--- config.mk ---
export PLATFORM = sky130hd
export DESIGN_NAME = power_button_press_qualifier
export DESIGN_NICKNAME = d
export VERILOG_FILES = /design/src/rtl/core/pbpq_pkg.sv /design/src/rtl/core/pbpq_cfg_regs.sv /design/src/rtl/core/pbpq_fsm.sv /design/src/rtl/core/power_button_press_qualifier.sv
export SDC_FILE = /design/constraint.sdc
export NUM_CORES = 1
export LEC_CHECK = 0
export BUFFER_PORTS_ARGS = -buffer_cell sky130_fd_sc_hd__buf_2
export CORE_MARGIN = 4
export CORE_UTILIZATION = 62
export CTS_BUF_LIST = sky130_fd_sc_hd__clkbuf_16
export CTS_CLUSTER_DIAMETER = 60
export CTS_CLUSTER_SIZE = 8
export DETAILED_ROUTE_END_ITERATION = 6
export PLACE_DENSITY = 0.82
export SLEW_MARGIN = 25
export SYNTH_ARGS = -nofsm -noshare
export SYNTH_HDL_FRONTEND = slang
export SYNTH_SLANG_ARGS = --single-unit
export TNS_END_PERCENT = 100
--- constraint.sdc ---
create_clock -name clk -period 6.7 [get_ports clk]
set_input_delay 0.335 -clock clk [delete_from_list [all_inputs] [get_ports clk]]
set_output_delay 0.335 -clock clk [all_outputs]
set_load 0.05 [all_outputs]
--- src/rtl/core/pbpq_pkg.sv ---
// Package for the power button press qualifier: transaction structs,
// configuration bundle, phase encoding and register map.
// No dependencies.
`timescale 1ns / 1ps
`default_nettype none

package pbpq_pkg;

	// Input transaction: one poll sample
	typedef struct packed {
		logic [11:0] sample_mv;
		logic [31:0] time_ms;
	} in_item_t;

	// Output transaction: one result per sample
	typedef struct packed {
		logic       shutdown;
		logic       toggle_pulse;
		logic [1:0] button_phase;
		logic       long_press_armed;
	} out_item_t;

	// Configuration registers as seen by the qualifier
	typedef struct packed {
		logic [11:0] press_threshold_mv;
		logic [15:0] debounce_ms;
		logic [15:0] long_press_ms;
		logic [15:0] click_window_ms;
	} cfg_t;

	// Register indexes (byte address = 4 * index)
	localparam logic [1:0] REG_PRESS_THRESHOLD = 2'd0;
	localparam logic [1:0] REG_DEBOUNCE        = 2'd1;
	localparam logic [1:0] REG_LONG_PRESS      = 2'd2;
	localparam logic [1:0] REG_CLICK_WINDOW    = 2'd3;

	// Register reset values
	localparam logic [11:0] RST_PRESS_THRESHOLD = 12'd1000;
	localparam logic [15:0] RST_DEBOUNCE        = 16'd50;
	localparam logic [15:0] RST_LONG_PRESS      = 16'd3000;
	localparam logic [15:0] RST_CLICK_WINDOW    = 16'd400;

	// Button phase machine, one-hot
	typedef enum logic [3:0] {
		PH_IDLE        = 4'b0001,
		PH_DEB_PRESS   = 4'b0010,
		PH_PRESSED     = 4'b0100,
		PH_DEB_RELEASE = 4'b1000
	} phase_t;

	// Reported phase codes
	localparam logic [1:0] CODE_IDLE        = 2'd0;
	localparam logic [1:0] CODE_DEB_PRESS   = 2'd1;
	localparam logic [1:0] CODE_PRESSED     = 2'd2;
	localparam logic [1:0] CODE_DEB_RELEASE = 2'd3;

	function automatic logic [1:0] phase_code(input phase_t ph);
		logic [1:0] code;
		case (ph)
			PH_IDLE:        code = CODE_IDLE;
			PH_DEB_PRESS:   code = CODE_DEB_PRESS;
			PH_PRESSED:     code = CODE_PRESSED;
			PH_DEB_RELEASE: code = CODE_DEB_RELEASE;
			default:        code = CODE_IDLE;
		endcase
		return code;
	endfunction

endpackage

`default_nettype wire

--- src/rtl/core/pbpq_cfg_regs.sv ---
// APB-style configuration registers for the press qualifier.
// Depends on pbpq_pkg (cfg_t, register indexes, reset values).
`timescale 1ns / 1ps
`default_nettype none

module pbpq_cfg_regs
	import pbpq_pkg::*;
(
	input  wire logic        clk,
	input  wire logic        arst_n,
	input  wire logic        psel,
	input  wire logic        penable,
	input  wire logic        pwrite,
	input  wire logic [3:0]  paddr,
	input  wire logic [31:0] pwdata,
	output logic [31:0]      prdata,
	output logic             pready,
	output cfg_t             cfg
);

	logic [1:0] reg_idx;
	logic       wr_en;
	cfg_t       cfg_q;

	assign reg_idx = paddr[3:2];
	assign pready  = 1'b1;
	assign wr_en   = psel & penable & pwrite & pready;

	// Register writes in the access phase
	always_ff @(posedge clk or negedge arst_n) begin
		if (!arst_n) begin
			cfg_q.press_threshold_mv <= RST_PRESS_THRESHOLD;
			cfg_q.debounce_ms        <= RST_DEBOUNCE;
			cfg_q.long_press_ms      <= RST_LONG_PRESS;
			cfg_q.click_window_ms    <= RST_CLICK_WINDOW;
		end else if (wr_en) begin
			case (reg_idx)
				REG_PRESS_THRESHOLD: cfg_q.press_threshold_mv <= pwdata[11:0];
				REG_DEBOUNCE:        cfg_q.debounce_ms        <= pwdata[15:0];
				REG_LONG_PRESS:      cfg_q.long_press_ms      <= pwdata[15:0];
				REG_CLICK_WINDOW:    cfg_q.click_window_ms    <= pwdata[15:0];
				default: ;
			endcase
		end
	end

	// Read mux
	always_comb begin
		case (reg_idx)
			REG_PRESS_THRESHOLD: prdata = {20'd0, cfg_q.press_threshold_mv};
			REG_DEBOUNCE:        prdata = {16'd0, cfg_q.debounce_ms};
			REG_LONG_PRESS:      prdata = {16'd0, cfg_q.long_press_ms};
			REG_CLICK_WINDOW:    prdata = {16'd0, cfg_q.click_window_ms};
			default:             prdata = 32'd0;
		endcase
	end

	assign cfg = cfg_q;

endmodule

`default_nettype wire

--- src/rtl/core/pbpq_fsm.sv ---
// Button phase machine: debounce, long press, click counting and shutdown latch.
// Depends on pbpq_pkg (in_item_t, out_item_t, cfg_t, phase_t).
`timescale 1ns / 1ps
`default_nettype none

module pbpq_fsm
	import pbpq_pkg::*;
(
	input  wire logic      clk,
	input  wire logic      arst_n,
	input  wire logic      step,
	input  wire in_item_t  item,
	input  wire cfg_t      cfg,
	output out_item_t      result
);

	phase_t      phase_q,            phase_d;
	logic [31:0] phase_entered_q,    phase_entered_d;
	logic [31:0] press_began_q,      press_began_d;
	logic        armed_q,            armed_d;
	logic [31:0] last_release_q,     last_release_d;
	logic [1:0]  clicks_q,           clicks_d;
	logic        shutdown_q,         shutdown_d;
	logic        toggle;

	logic        pressed;
	logic [31:0] since_phase;
	logic [31:0] since_press;
	logic [31:0] since_release;
	logic        debounced;
	logic        short_hold;
	logic        in_window;
	logic [1:0]  clicks_inc;

	// Wrapping spans against the stored timestamps
	assign pressed       = item.sample_mv < cfg.press_threshold_mv;
	assign since_phase   = item.time_ms - phase_entered_q;
	assign since_press   = item.time_ms - press_began_q;
	assign since_release = item.time_ms - last_release_q;
	assign debounced     = since_phase >= {16'd0, cfg.debounce_ms};
	assign short_hold    = since_press < {16'd0, cfg.long_press_ms};
	assign in_window     = since_release <= {16'd0, cfg.click_window_ms};
	assign clicks_inc    = in_window ? clicks_q + 2'd1 : 2'd1;

	// Next-state logic
	always_comb begin
		phase_d         = phase_q;
		phase_entered_d = phase_entered_q;
		press_began_d   = press_began_q;
		armed_d         = armed_q;
		last_release_d  = last_release_q;
		clicks_d        = clicks_q;
		shutdown_d      = shutdown_q;
		toggle          = 1'b0;
		if (!shutdown_q) begin
			case (phase_q)
				PH_IDLE: begin
					if (pressed) begin
						phase_d         = PH_DEB_PRESS;
						phase_entered_d = item.time_ms;
					end else begin
						armed_d = 1'b1;
					end
				end
				PH_DEB_PRESS: begin
					if (!pressed) begin
						phase_d = PH_IDLE;
					end else if (debounced) begin
						if (!armed_q) begin
							phase_d = PH_IDLE;
						end else begin
							phase_d       = PH_PRESSED;
							press_began_d = item.time_ms;
						end
					end
				end
				PH_PRESSED: begin
					if (!pressed) begin
						phase_d         = PH_DEB_RELEASE;
						phase_entered_d = item.time_ms;
					end else if (!short_hold) begin
						shutdown_d = 1'b1;
					end
				end
				PH_DEB_RELEASE: begin
					if (pressed) begin
						phase_d = PH_PRESSED;
					end else if (debounced) begin
						// short hold counts as a click; two within the click window toggle
						if (short_hold) begin
							last_release_d = item.time_ms;
							if (clicks_inc >= 2'd2) begin
								clicks_d = 2'd0;
								toggle   = 1'b1;
							end else begin
								clicks_d = clicks_inc;
							end
						end
						phase_d       = PH_IDLE;
						press_began_d = 32'd0;
					end
				end
				default: begin
					phase_d = PH_IDLE;
				end
			endcase
		end
	end

	// State registers, updated once per transaction
	always_ff @(posedge clk or negedge arst_n) begin
		if (!arst_n) begin
			phase_q         <= PH_IDLE;
			phase_entered_q <= 32'd0;
			press_began_q   <= 32'd0;
			armed_q         <= 1'b0;
			last_release_q  <= 32'd0;
			clicks_q        <= 2'd0;
			shutdown_q      <= 1'b0;
		end else if (step) begin
			phase_q         <= phase_d;
			phase_entered_q <= phase_entered_d;
			press_began_q   <= press_began_d;
			armed_q         <= armed_d;
			last_release_q  <= last_release_d;
			clicks_q        <= clicks_d;
			shutdown_q      <= shutdown_d;
		end
	end

	// Result reflects the state after this sample
	always_comb begin
		result.shutdown         = shutdown_d;
		result.toggle_pulse     = toggle;
		result.button_phase     = phase_code(phase_d);
		result.long_press_armed = armed_d;
	end

endmodule

`default_nettype wire

--- src/rtl/core/power_button_press_qualifier.sv ---
// Top level of the power button press qualifier.
// Depends on pbpq_pkg, pbpq_cfg_regs and pbpq_fsm.
// Accepts one sample per clock cycle while out_ready does not stall the result register
// and returns one result per sample. A sample is captured in an input register, passes
// the phase machine when the result register can load, and its result is written to
// the output register, where it is held until taken. Throughput is one transaction per
// cycle while the output is not stalled; the output register lets a new sample enter
// while a result still waits. Write the configuration registers only while no
// transaction is in flight.
`timescale 1ns / 1ps
`default_nettype none

module power_button_press_qualifier
	import pbpq_pkg::*;
(
	input  wire logic        clk,
	input  wire logic        arst_n,
	input  wire logic        in_valid,
	output logic             in_ready,
	input  wire in_item_t    in_data,
	output logic             out_valid,
	input  wire logic        out_ready,
	output out_item_t        out_data,
	input  wire logic        psel,
	input  wire logic        penable,
	input  wire logic        pwrite,
	input  wire logic [3:0]  paddr,
	input  wire logic [31:0] pwdata,
	output logic [31:0]      prdata,
	output logic             pready
);

	cfg_t      cfg;
	in_item_t  item_s1;
	logic      valid_s1;
	out_item_t result;
	out_item_t result_s2;
	logic      valid_s2;
	logic      load_s2;
	logic      load_s1;

	pbpq_cfg_regs u_cfg_regs (
		.clk     (clk),
		.arst_n  (arst_n),
		.psel    (psel),
		.penable (penable),
		.pwrite  (pwrite),
		.paddr   (paddr),
		.pwdata  (pwdata),
		.prdata  (prdata),
		.pready  (pready),
		.cfg     (cfg)
	);

	// Flow control: stage 2 loads when empty or drained
	assign load_s2  = valid_s1 & (~valid_s2 | out_ready);
	assign in_ready = ~valid_s1 | load_s2;
	assign load_s1  = in_valid & in_ready;

	// Input register
	always_ff @(posedge clk or negedge arst_n) begin
		if (!arst_n) begin
			valid_s1 <= 1'b0;
		end else if (in_ready) begin
			valid_s1 <= in_valid;
		end
	end

	always_ff @(posedge clk) begin
		if (load_s1) begin
			item_s1 <= in_data;
		end
	end

	pbpq_fsm u_fsm (
		.clk    (clk),
		.arst_n (arst_n),
		.step   (load_s2),
		.item   (item_s1),
		.cfg    (cfg),
		.result (result)
	);

	// Result register
	always_ff @(posedge clk or negedge arst_n) begin
		if (!arst_n) begin
			valid_s2 <= 1'b0;
		end else if (load_s2) begin
			valid_s2 <= 1'b1;
		end else if (out_ready) begin
			valid_s2 <= 1'b0;
		end
	end

	always_ff @(posedge clk) begin
		if (load_s2) begin
			result_s2 <= result;
		end
	end

	assign out_valid = valid_s2;
	assign out_data  = result_s2;

endmodule

`default_nettype wire

==> results.yml, run 1 <==
floorplanning:
  die_y_um: 169
  die_area_um2: 28500
  start_util_pct: 63.2
  die_w_um: 169
  core_um2: 25300
  io_pins: 127
  rows: 58
yosys:
  yosysTopAreaCell: "dfrtp_1"
  syn_inst: 1742
  synth_ff_type: "dfrtp_1"
  mappedNetlistArea_um2: 16000
  synth_edf_count: 49
  synthArstFlopShare_pct: 77.2
  synth_cell_types: 89
  netlist.area_leader.share_pct: 22.8
  synthTopCellsByArea: "dfrtp_1, ha_1, edfxtp_1"
  ys_seq_elements: 215
  avgSynthCellArea_um2: 9.19
  synth_warnings: 0
  yosysSeqAreaShare_pct: 35.3
layout:
  regArea_um2: 5650
  diodes: 0
  final_core_utilization_pct: 71.4
  fillers: 1893
  instances_no_fill: 2211
  area_growth_syn_to_layout_pct: 13.0
  layout.nets: 2096
  drive_gt1_share_pct: 14.1
  multiInputGateArea_um2: 9350
sta:
  hold_viol: 0
  layout_setup_ws_ps: 614
  worst_pin_slew_ps: 948
  fin_tns_setup_ps: 0
  rsz0062_at_grt: "no"
  fmax_mhz: 164
  clock_skew_ps: 23.2
  slew_headroom_pct: 36.6
  slew_viol_final: 0
  min_period_ps: 6090
  fin_crit_sh_pct: 90.8
  setup_viol: 0
cts:
  h-tree-depth: 2
  root_buffer: "clkbuf_16"
  cts_sinks: 215
  clk_pin_slew_worst_paths_ps: 50
  clk_latency_ps: 520
  cts_tree: "yes"
  postCtsSetupRepairBufs: 0
  cts_buffers: 34
  clockBufferDepth: 3
worst_setup_path:
  critPathMaxFanout: 34
  cp-start-kind: "flip-flop"
  r2r_cells: 19
  worstSetupPathType: "flip-flop to flip-flop"
  cp-end-kind: "flip-flop"
  arrival_ps: 6470
  required_ps: 7080
status:
  status: "complete, no violations"
global_route:
  grt-ovfl-total: 0
  grt_pass1_wl_um: 68900
  grt_pass1_vias: 13200
  grt_usage_pct: 29.8
  grt_max_degree: 91
  antenna_found_initial: 0
power_and_ir_drop:
  share_seq_of_total_power_pct: 27.0
  power_frac_clock_pct: 22.6
  power.share.combinational_pct: 50.4
  peakVddDrop_uv: 264
  power_density_nw_per_um2: 380
  p_int_uw: 3970
  p_sw_uw: 2890
  leakagePower_uw: 0.00803
  p_sw_share_pct: 42.1
min_path:
  worstHoldPathCells: 2
  min_path_type: "input pin to flip-flop"
run:
  max_cap_violations: 0
drt:
  highest_layer: "met4"
  num_vias: 13700
  wl_per_cell_um: 19.5
  drt-vias-per-instance: 6.18
  firstDrtPassIters: 5
  drt_wl_total_um: 43200
  drt_first_iter_violations: 1222
  ant_nets: 0
  wl_met1_um: 19400
  dr_wl_met3_um: 2910
  route.met2.wl_um: 20000
  drc: 0
placement:
  pre_cts_ws_ps: 827
  placedCellCount: 2104
  gp_congestion: 0.945
  hpwl_um: 32000
  portBuffers: 91
area by class of cell:
cell class,instances,area share (%)
Multi-Input combinational cell,1282,51.7
Clock inverter,28,0.907
Clock buffer,34,4.71
Inverter,179,3.72
Sequential cell,215,31.3
Timing Repair Buffer,143,5.43
Tap cell,330,2.28
final timing paths:
kind                                             to  slack, ps        from
hold reg to reg                           out_valid        480    valid_s1
setup / recovery           u_fsm.last_release_q[31]        610  item_s1[1]
hold / removal                             valid_s1         50    in_valid
setup reg to reg           u_fsm.last_release_q[31]        610  item_s1[1]
min in group asynchronous  u_fsm.phase_entered_q[2]        480      arst_n
max in group asynchronous    u_fsm.press_began_q[6]       5000      arst_n
what timing repair did:
action	in CTS	in global routing
endpoints found under the setup margin	0	0
hold endpoints to repair	120	0
resized for setup	0	0
hold buffers	45	0
kinds of logic (layout without fill, tap and decap cells):
group,Yosys count,count (layout),share of synthesized area [%]
compound gates,459,459,18.9
xor+xnor,57,57,3.12
fa+ha+maj,154,154,12.2
buf+inv,260,384,6.73
flops,215,215,35.3
mux,95,95,8.09
other cells,2,17,0.0469
simple gates,500,500,15.6
Yosys cell counts (6+ instances only):
cell type  instances
inv_1            179
a31oi_1           11
and4_1             6
nor3b_1            8
xor2_1            23
nor4_1            16
dfrtp_1          146
a211oi_1          19
o21ai_0          122
or4_1              9
buf_4             17
edfxtp_1          49
and2_1            11
mux2_4            28
and3_1             7
a2111oi_0          6
dfstp_2           20
mux2i_1           12
o21bai_1          11
nand4_1           26
buf_2              6
nor2b_1           23
or2_2              6
mux4_2            12
clkbuf_1          53
o211ai_1          12
nand3_1           38
a21o_1            43
ha_1             151
xnor2_1           34
nand2_1          160
a211o_1            6
a22o_1            37
nand2b_1          28
a21oi_1          107
nor2_1            94
nor3_1            34
mux2_2            43
or3_1             13
o21a_1            14
o22ai_1            6
metrics by stage:
stage / total power, uW / area, um2 / hold WS [ps]
2_1_floorplan: 4410 / 16100 / 39.4
3_3_place_gp: 5120 / 16600 / 470
3_5_place_dp: 5220 / 16600 / 483
4_1_cts: 6830 / 18100 / 39.5
5_1_grt: 7370 / 18100 / 37.8
6_report: 6870 / 18100 / 49.9
layout by cell type (no fill, tap or decap), drive strengths merged, types with 45 or more instances in the layout:
cell type / Yosys / layout
inv: 179 / 199
ha: 151 / 151
edfxtp: 49 / 49
mux2: 71 / 71
dfrtp: 146 / 146
a21oi: 107 / 107
o21ai: 122 / 122
nor2: 94 / 94
buf: 28 / 98
dlygate4sd3: 0 / 45
nand2: 160 / 160
routing by layer:
layer  track usage, %  vias to the layer above
met3             4.62                       73
met1             42.5                     6609
met4             7.45                        0
li1                 -                     6500
met2             48.2                      475
met5                0                        -
flip-flops by register name, summed over array words and instances (netlist names):
name                   flops
u_fsm.press_began_q       32
u_fsm.clicks_q             2
u_fsm.phase_entered_q     32
u_fsm.phase_q              4
u_fsm.armed_q              1
out_data                   5
u_fsm.last_release_q      32
item_s1                   44
valid_s1                   1
u_cfg_regs.cfg            60
u_fsm.shutdown_q           1
out_valid                  1
power groups by stage:
stage / registers, uW / clock network [uW] / logic, uW
floorplan: 1790 / 0 / 2620
global placement: 1840 / 0 / 3270
detailed placement: 1860 / 0 / 3360
CTS: 1840 / 1580 / 3410
global route: 1880 / 1640 / 3850
finish: 1850 / 1550 / 3460
critical path: stages, from the launching register on:
cell and delay, ps:
edfxtp_1 570, ha_1 350, nor2b_1 140, o31a_1 270, o31a_1 330, a2111oi_0 640
nor4_1 230, o21a_1 230, nor2_1 120, xnor2_1 140, ha_1 280, nand2_1 100
o21ai_0 120, nor4_1 330, nand4b_1 130, or4_1 410, or4_4 540, nor4_4 320
buf_12 310, mux2_2 380
(Power assumes the default switching activity.)
==> inputs of run 2 (changes only) <==
Settings changed: CORE_UTILIZATION 62 to 56, PLACE_DENSITY 0.82 to 0.78, SLEW_MARGIN 25 to 30.
Clock period 6.7 ns to 5.2 ns, I/O delays scaled along.
==> run 2 against run 1 <==
Die area grew 10%. Fmax up 16%. The flow now finishes with violations (setup timing). Routed wire length up 2.5%. Count of clock-buffer cells in the layout grew 2. Global-route usage shrank 1.8 points.
==> results.yml, run 2 (same netlist as run 1, synthesis figures left out) <==
sta:
  hold_viol: 0
  fin_tns_setup_ps: -939
  min_period_ps: 5270
  rsz0062_at_grt: "yes"
  clock_skew_ps: 18.5
  worst_pin_slew_ps: 943
  slew_headroom_pct: 37.0
  fmax_mhz: 190
  layout_setup_ws_ps: -67.2
  slew_viol_final: 0
  setup_viol: 19
  fin_crit_sh_pct: 101
drt:
  drt_first_iter_violations: 1207
  drc: 0
  drt_wl_total_um: 44300
  num_vias: 13900
  firstDrtPassIters: 5
  ant_nets: 0
  drt-vias-per-instance: 5.97
  wl_per_cell_um: 19.1
cts:
  cts_sinks: 215
  clk_pin_slew_worst_paths_ps: 50
  clk_latency_ps: 510
  cts_tree: "yes"
  clockBufferDepth: 3
  h-tree-depth: 2
  cts_buffers: 35
  root_buffer: "clkbuf_16"
power_and_ir_drop:
  power_density_nw_per_um2: 491
  leakagePower_uw: 0.00838
  peakVddDrop_uv: 316
  power_uw: 9290
worst_setup_path:
  crit_chain: "ha_1, nor2b_4, o31a_1, o31a_1, a2111oi_4, buf_4, nor4_2, o21a_1, nor2_2, xnor2_2, ha_1, nand4_1, nor3_2, nor4_1, nand4b_1, or4_1, or4_4, nor4_4, buf_6, buf_12, mux2_4"
  timing.rr.end: "u_fsm.last_release_q[20]"
  critPathMaxFanout: 17
  required_ps: 5590
  arrival_ps: 5650
  worstSetupStartpoint: "item_s1[1]"
  worstSetupPathType: "flip-flop to flip-flop"
  cp-start-kind: "flip-flop"
  cp-end-kind: "flip-flop"
  cp-endpoint: "u_fsm.last_release_q[20]"
  slowest_stage: "or4_4"
  rr_startpoint: "item_s1[1]"
  r2r_cells: 21
  critPathMaxStageDelay_ps: 540
  ff2ff_setup_slack_ps: -70
floorplanning:
  start_util_pct: 57.1
  die_w_um: 177
  die_y_um: 177
  core_um2: 28000
  io_pins: 127
  die_area_um2: 31400
  rows: 61
layout:
  drive_gt1_share_pct: 18.4
  final_cell_mix: "inv_1, nand2_1, dfrtp_1"
  layout.nets: 2159
  final_common_cell: "inv_1"
  fillers: 2201
  largest_register_ffs: 60
  area_growth_syn_to_layout_pct: 18.1
  diodes: 0
min_path:
  min_path_type: "input pin to flip-flop"
run:
  max_cap_violations: 0
placement:
  hpwl_um: 33000
  gp_congestion: 0.997
  portBuffers: 91
global_route:
  grt_max_degree: 71
  grt-ovfl-total: 0
  use_met2_pct: 45.1
  grt_use_met1_pct: 40.3
  use_met3_pct: 3.89
  grt.busiest_layer: "met2"
  antenna_found_initial: 0
  grt_pass1_vias: 13600
  grt_pass1_wl_um: 70800
  grt_usage_pct: 28.0
status:
  violations: "setup timing"
  status: "finished, violations left"
-- run 2: cell types whose count changed in the layout (fill, tap and decap cells not counted), moves of 6 or more --
cell	change
ha_1	-6
a21oi_1	-6
buf_4	+55
a21oi_2	+6
-- run 2: worst max-delay path, delay by kind of cell, from the launching register on --
family	cells	cell delay (ps)
AO/OA/AOI/OAI	4	1040
XOR/XNOR	1	100
adder cells (fa/ha/maj)	2	660
buffers and inverters	3	550
flip-flops	1	410
multiplexers	1	320
AND/OR/NAND/NOR	10	2050
-- run 2: per-stage QoR --
| step | util [%] | setup WS [ps] | std cells | hold WS [ps] | instance area (um2) |
|---|---|---|---|---|---|
| after CTS | 66.8 | -47.0 | 2317 | 1.18 | 18700 |
| after global placement | 61.0 | -68.8 | 2204 | 171 | 17100 |
| after global routing | 67.5 | -257 | 2322 | 13.3 | 18900 |
| after floorplan | - | 5.42 | 1757 | -35.6 | 16100 |
| after detailed placement | 61.0 | -74.2 | 2204 | 178 | 17100 |
| final | 67.5 | -67.2 | 2322 | 13.2 | 18900 |
-- run 2: routing by layer --
layer	vias to the layer above	wire, um
li1	6617	-
met1	6705	20400
met2	458	20100
met3	82	2780
met4	0	1050
met5	-	0
-- run 2: worst min path at each step --
stage,slack (ps),startpoint,to,depth (start not counted)
2_1_floorplan,-40,arst_n,out_valid,0
3_3_place_gp,170,arst_n,u_fsm.phase_entered_q[1],1
3_5_place_dp,180,arst_n,u_fsm.phase_entered_q[1],1
4_1_cts,1,pwdata[3],u_cfg_regs.cfg[19],3
5_1_grt,10,pwdata[13],u_cfg_regs.cfg[29],3
6_report,10,pwdata[1],u_cfg_regs.cfg[33],3
-- run 2: what timing repair did --
action                                  in CTS  in global routing
endpoints found under the hold margin       79                  0
hold buffers                                47                  0
pin swaps                                    2                 14
gates resized for setup                      8                 37
cloned                                       1                  0
buffers inserted                             2                  5
endpoints found under the setup margin      32                 74
-- run 2: final cells by class --
| class | count | area (um2) | share of cell area, % |
|---|---|---|---|
| inverter | 179 | 672 | 3.56 |
| tap | 378 | 473 | 2.50 |
| sequential | 215 | 5650 | 29.9 |
| clock inverter | 27 | 156 | 0.828 |
| clock buffer | 36 | 901 | 4.77 |
| multi-input combinational | 1282 | 9530 | 50.4 |
| timing repair buffer | 205 | 1510 | 8.00 |
-- run 2: power by group --
| group | internal, uW | switching (uW) |
|---|---|---|
| clock | 1300 | 810 |
| sequential | 2130 | 234 |
| combinational | 2000 | 2810 |
==> inputs of run 3 (changes only) <==
Settings changed: CORE_MARGIN 4 to 2, CTS_CLUSTER_SIZE 8 to 16, SYNTH_HIERARCHICAL set to 1.
==> run 3 against run 2 <==
The run now ends clean. Register-to-register slack improved by 120 ps. Utilization fell by 1.9 points. Design area fell by 3.1%. Clock power fell by 19%. Sequential share of layout area rose by 0.96 points. Setup slack improved by 120 ps. Critical path depth fell by 2. Critical path type unchanged.
==> results.yml, run 3 <==
floorplanning:
  die_y_um: 173
  die_w_um: 173
  rows: 61
  die_area_um2: 29900
  io_pins: 127
  core_um2: 27900
  start_util_pct: 57.1
worst_setup_path:
  critPathMaxFanout: 5
  arrival_ps: 5540
  worstSetupPathType: "flip-flop to flip-flop"
  critPathMaxStageDelay_ps: 530
  path_buf_inv: 2
  crit_chain: "ha_1, a21oi_1, o21ai_1, a211o_1, o221ai_2, nand2_1, xor2_1, ha_1, or4_1, a211oi_2, nand4_1, a2111oi_2, o2111ai_1, a2111oi_2, nand4_2, nor3_4, buf_6, clkbuf_16, mux2_4"
  slowest_stage: "or4_1"
  path_delay_family: "compound AO/OA/AOI/OAI gates"
  cp-start-kind: "flip-flop"
  rr_startpoint: "item_s1[6]"
  worstSetupStartpoint: "item_s1[6]"
  cp-end-kind: "flip-flop"
  required_ps: 5600
status:
  status: "complete, no violations"
global_route:
  grt_pass1_vias: 12300
  grt_usage_pct: 25.7
  grt_pass1_wl_um: 63300
  grt_max_degree: 72
  grt-ovfl-total: 0
  antenna_found_initial: 0
power_and_ir_drop:
  power_uw: 5070
  leakagePower_uw: 0.00832
  peakVddDrop_uv: 285
  power_density_nw_per_um2: 277
yosys:
  mappedNetlistArea_um2: 16000
  synth_cell_types: 84
  synthTopCellsByCount: "inv_1, ha_1, dfrtp_1"
  synthMuxAreaShare_pct: 12.6
  synth_warnings: 6
  netlist.area_leader.share_pct: 22.9
  synth.most_common_cell: "inv_1"
  synthArstFlopShare_pct: 77.2
  syn_inst: 1632
  synthSimpleGateAreaFrac_pct: 12.4
  synth-compound-area-share_pct: 17.0
  synth_adder_area_share_pct: 12.2
  synth_xor_area_share_pct: 3.35
  synth_top_family_by_area: "compound AO/OA/AOI/OAI gates"
  ys_seq_elements: 215
  yosysTopAreaCell: "dfrtp_1"
  synth_edf_count: 49
  avgSynthCellArea_um2: 9.78
  yosysSeqAreaShare_pct: 35.4
  synthTopCellsByArea: "dfrtp_1, ha_1, edfxtp_1"
  synth_ff_type: "dfrtp_1"
sta:
  worst_pin_slew_ps: 815
  slew_viol_final: 0
  fin_tns_setup_ps: 0
  hold_viol: 0
  min_period_ps: 5140
  rsz0062_at_grt: "yes"
  fmax_mhz: 194
  fin_crit_sh_pct: 98.9
  slew_headroom_pct: 44.3
  holdWs_ps: 15.1
  clock_skew_ps: 26.7
  setup_viol: 0
drt:
  drc: 0
  drt-vias-per-instance: 5.89
  ant_nets: 0
  drt_wl_total_um: 39700
  firstDrtPassIters: 5
  drt_first_iter_violations: 921
  num_vias: 12800
  wl_per_cell_um: 18.2
cts:
  cts_sinks: 215
  clk_pin_slew_worst_paths_ps: 70
  root_buffer: "clkbuf_16"
  clockBufferDepth: 3
  clk_latency_ps: 530
  cts_tree: "yes"
  h-tree-depth: 1
  cts_buffers: 23
layout:
  final_cell_mix: "inv_1, ha_1, dfrtp_1"
  layout.nets: 2026
  drive_gt1_share_pct: 20.6
  instances_no_fill: 2181
  final_common_cell: "inv_1"
  area_growth_syn_to_layout_pct: 14.7
  largest_register_ffs: 60
  design_area_um2: 18300
placement:
  gp_congestion: 0.934
  portBuffers: 91
  hpwl_um: 29600
  placed_area_um2: 16800
  placedCellCount: 2079
min_path:
  min_path_type: "input pin to flip-flop"
  hp-start: "out_ready"
run:
  max_cap_violations: 0
## run 3: worst paths after layout
kind / endpoint / slack, ps / cells past startpoint
max in group asynchronous: u_fsm/phase_entered_q[19] / 3900 / 3
worst max-delay path: u_fsm/last_release_q[10] / 60 / 19
min in group asynchronous: u_fsm/press_began_q[3] / 190 / 2
worst max register to register: u_fsm/last_release_q[10] / 60 / 19
worst min register to register: u_fsm/phase_entered_q[14] / 510 / 1
worst min-delay path: out_valid / 20 / 3
## run 3: area by class of cell
cell class,instances,area [um2]
Multi-Input combinational cell,1186,9360
Clock buffer,23,576
Sequential cell,215,5650
Tap cell,378,473
Inverter,175,657
Fill cell,2204,9620
Timing Repair Buffer,184,1390
Antenna cell,1,2.50
Clock inverter,19,209
## run 3: power breakdown
part           switching, uW  internal (uW)  leakage [uW]  total, uW
Combinational            773            560       0.00546       1330
Clock                    725            981      0.000403       1710
Sequential               135           1890       0.00246       2030
## run 3: through the flow
step | setup slack, ps | utilization, %
5_1_grt | -272 | 65.5
3_5_place_dp | -163 | 60.0
4_1_cts | 72.4 | 64.7
2_1_floorplan | 234 | -
3_3_place_gp | 25.1 | 60.0
6_report | 57.1 | 65.6
## run 3: layer usage
metal | vias up | part of all wire, % | track usage (%)
met2 | 373 | 47 | 42.6
met4 | 0 | 1.6 | 4.06
met3 | 42 | 4.9 | 2.97
met1 | 6238 | 47 | 37.0
met5 | - | 0 | 0
li1 | 6186 | - | -
## run 3: worst reg2reg max path: stages, from the launching register on
cell	delay (ps)
edfxtp_1	470
ha_1	400
a21oi_1	170
o21ai_1	130
a211o_1	330
o221ai_2	220
nand2_1	110
xor2_1	160
ha_1	200
or4_1	530
a211oi_2	170
nand4_1	130
a2111oi_2	360
o2111ai_1	180
a2111oi_2	370
nand4_2	190
nor3_4	250
buf_6	190
clkbuf_16	170
mux2_4	300
## run 3: repair_timing
action | in CTS | in global routing
cloned | 0 | 3
endpoints found under the hold margin | 95 | 0
hold buffers | 52 | 0
resized for setup | 2 | 32
endpoints found under the setup margin | 32 | 39
buffers inserted | 0 | 4
pin swaps | 1 | 21
## run 3: logic make-up (layout without fill, tap and decap cells)
group,after synthesis,in the layout
simple gates,377,377
compound gates,426,426
flops,215,215
fa+ha+maj,154,154
other cells,2,18
mux,151,151
xor+xnor,61,61
buf+inv,246,401
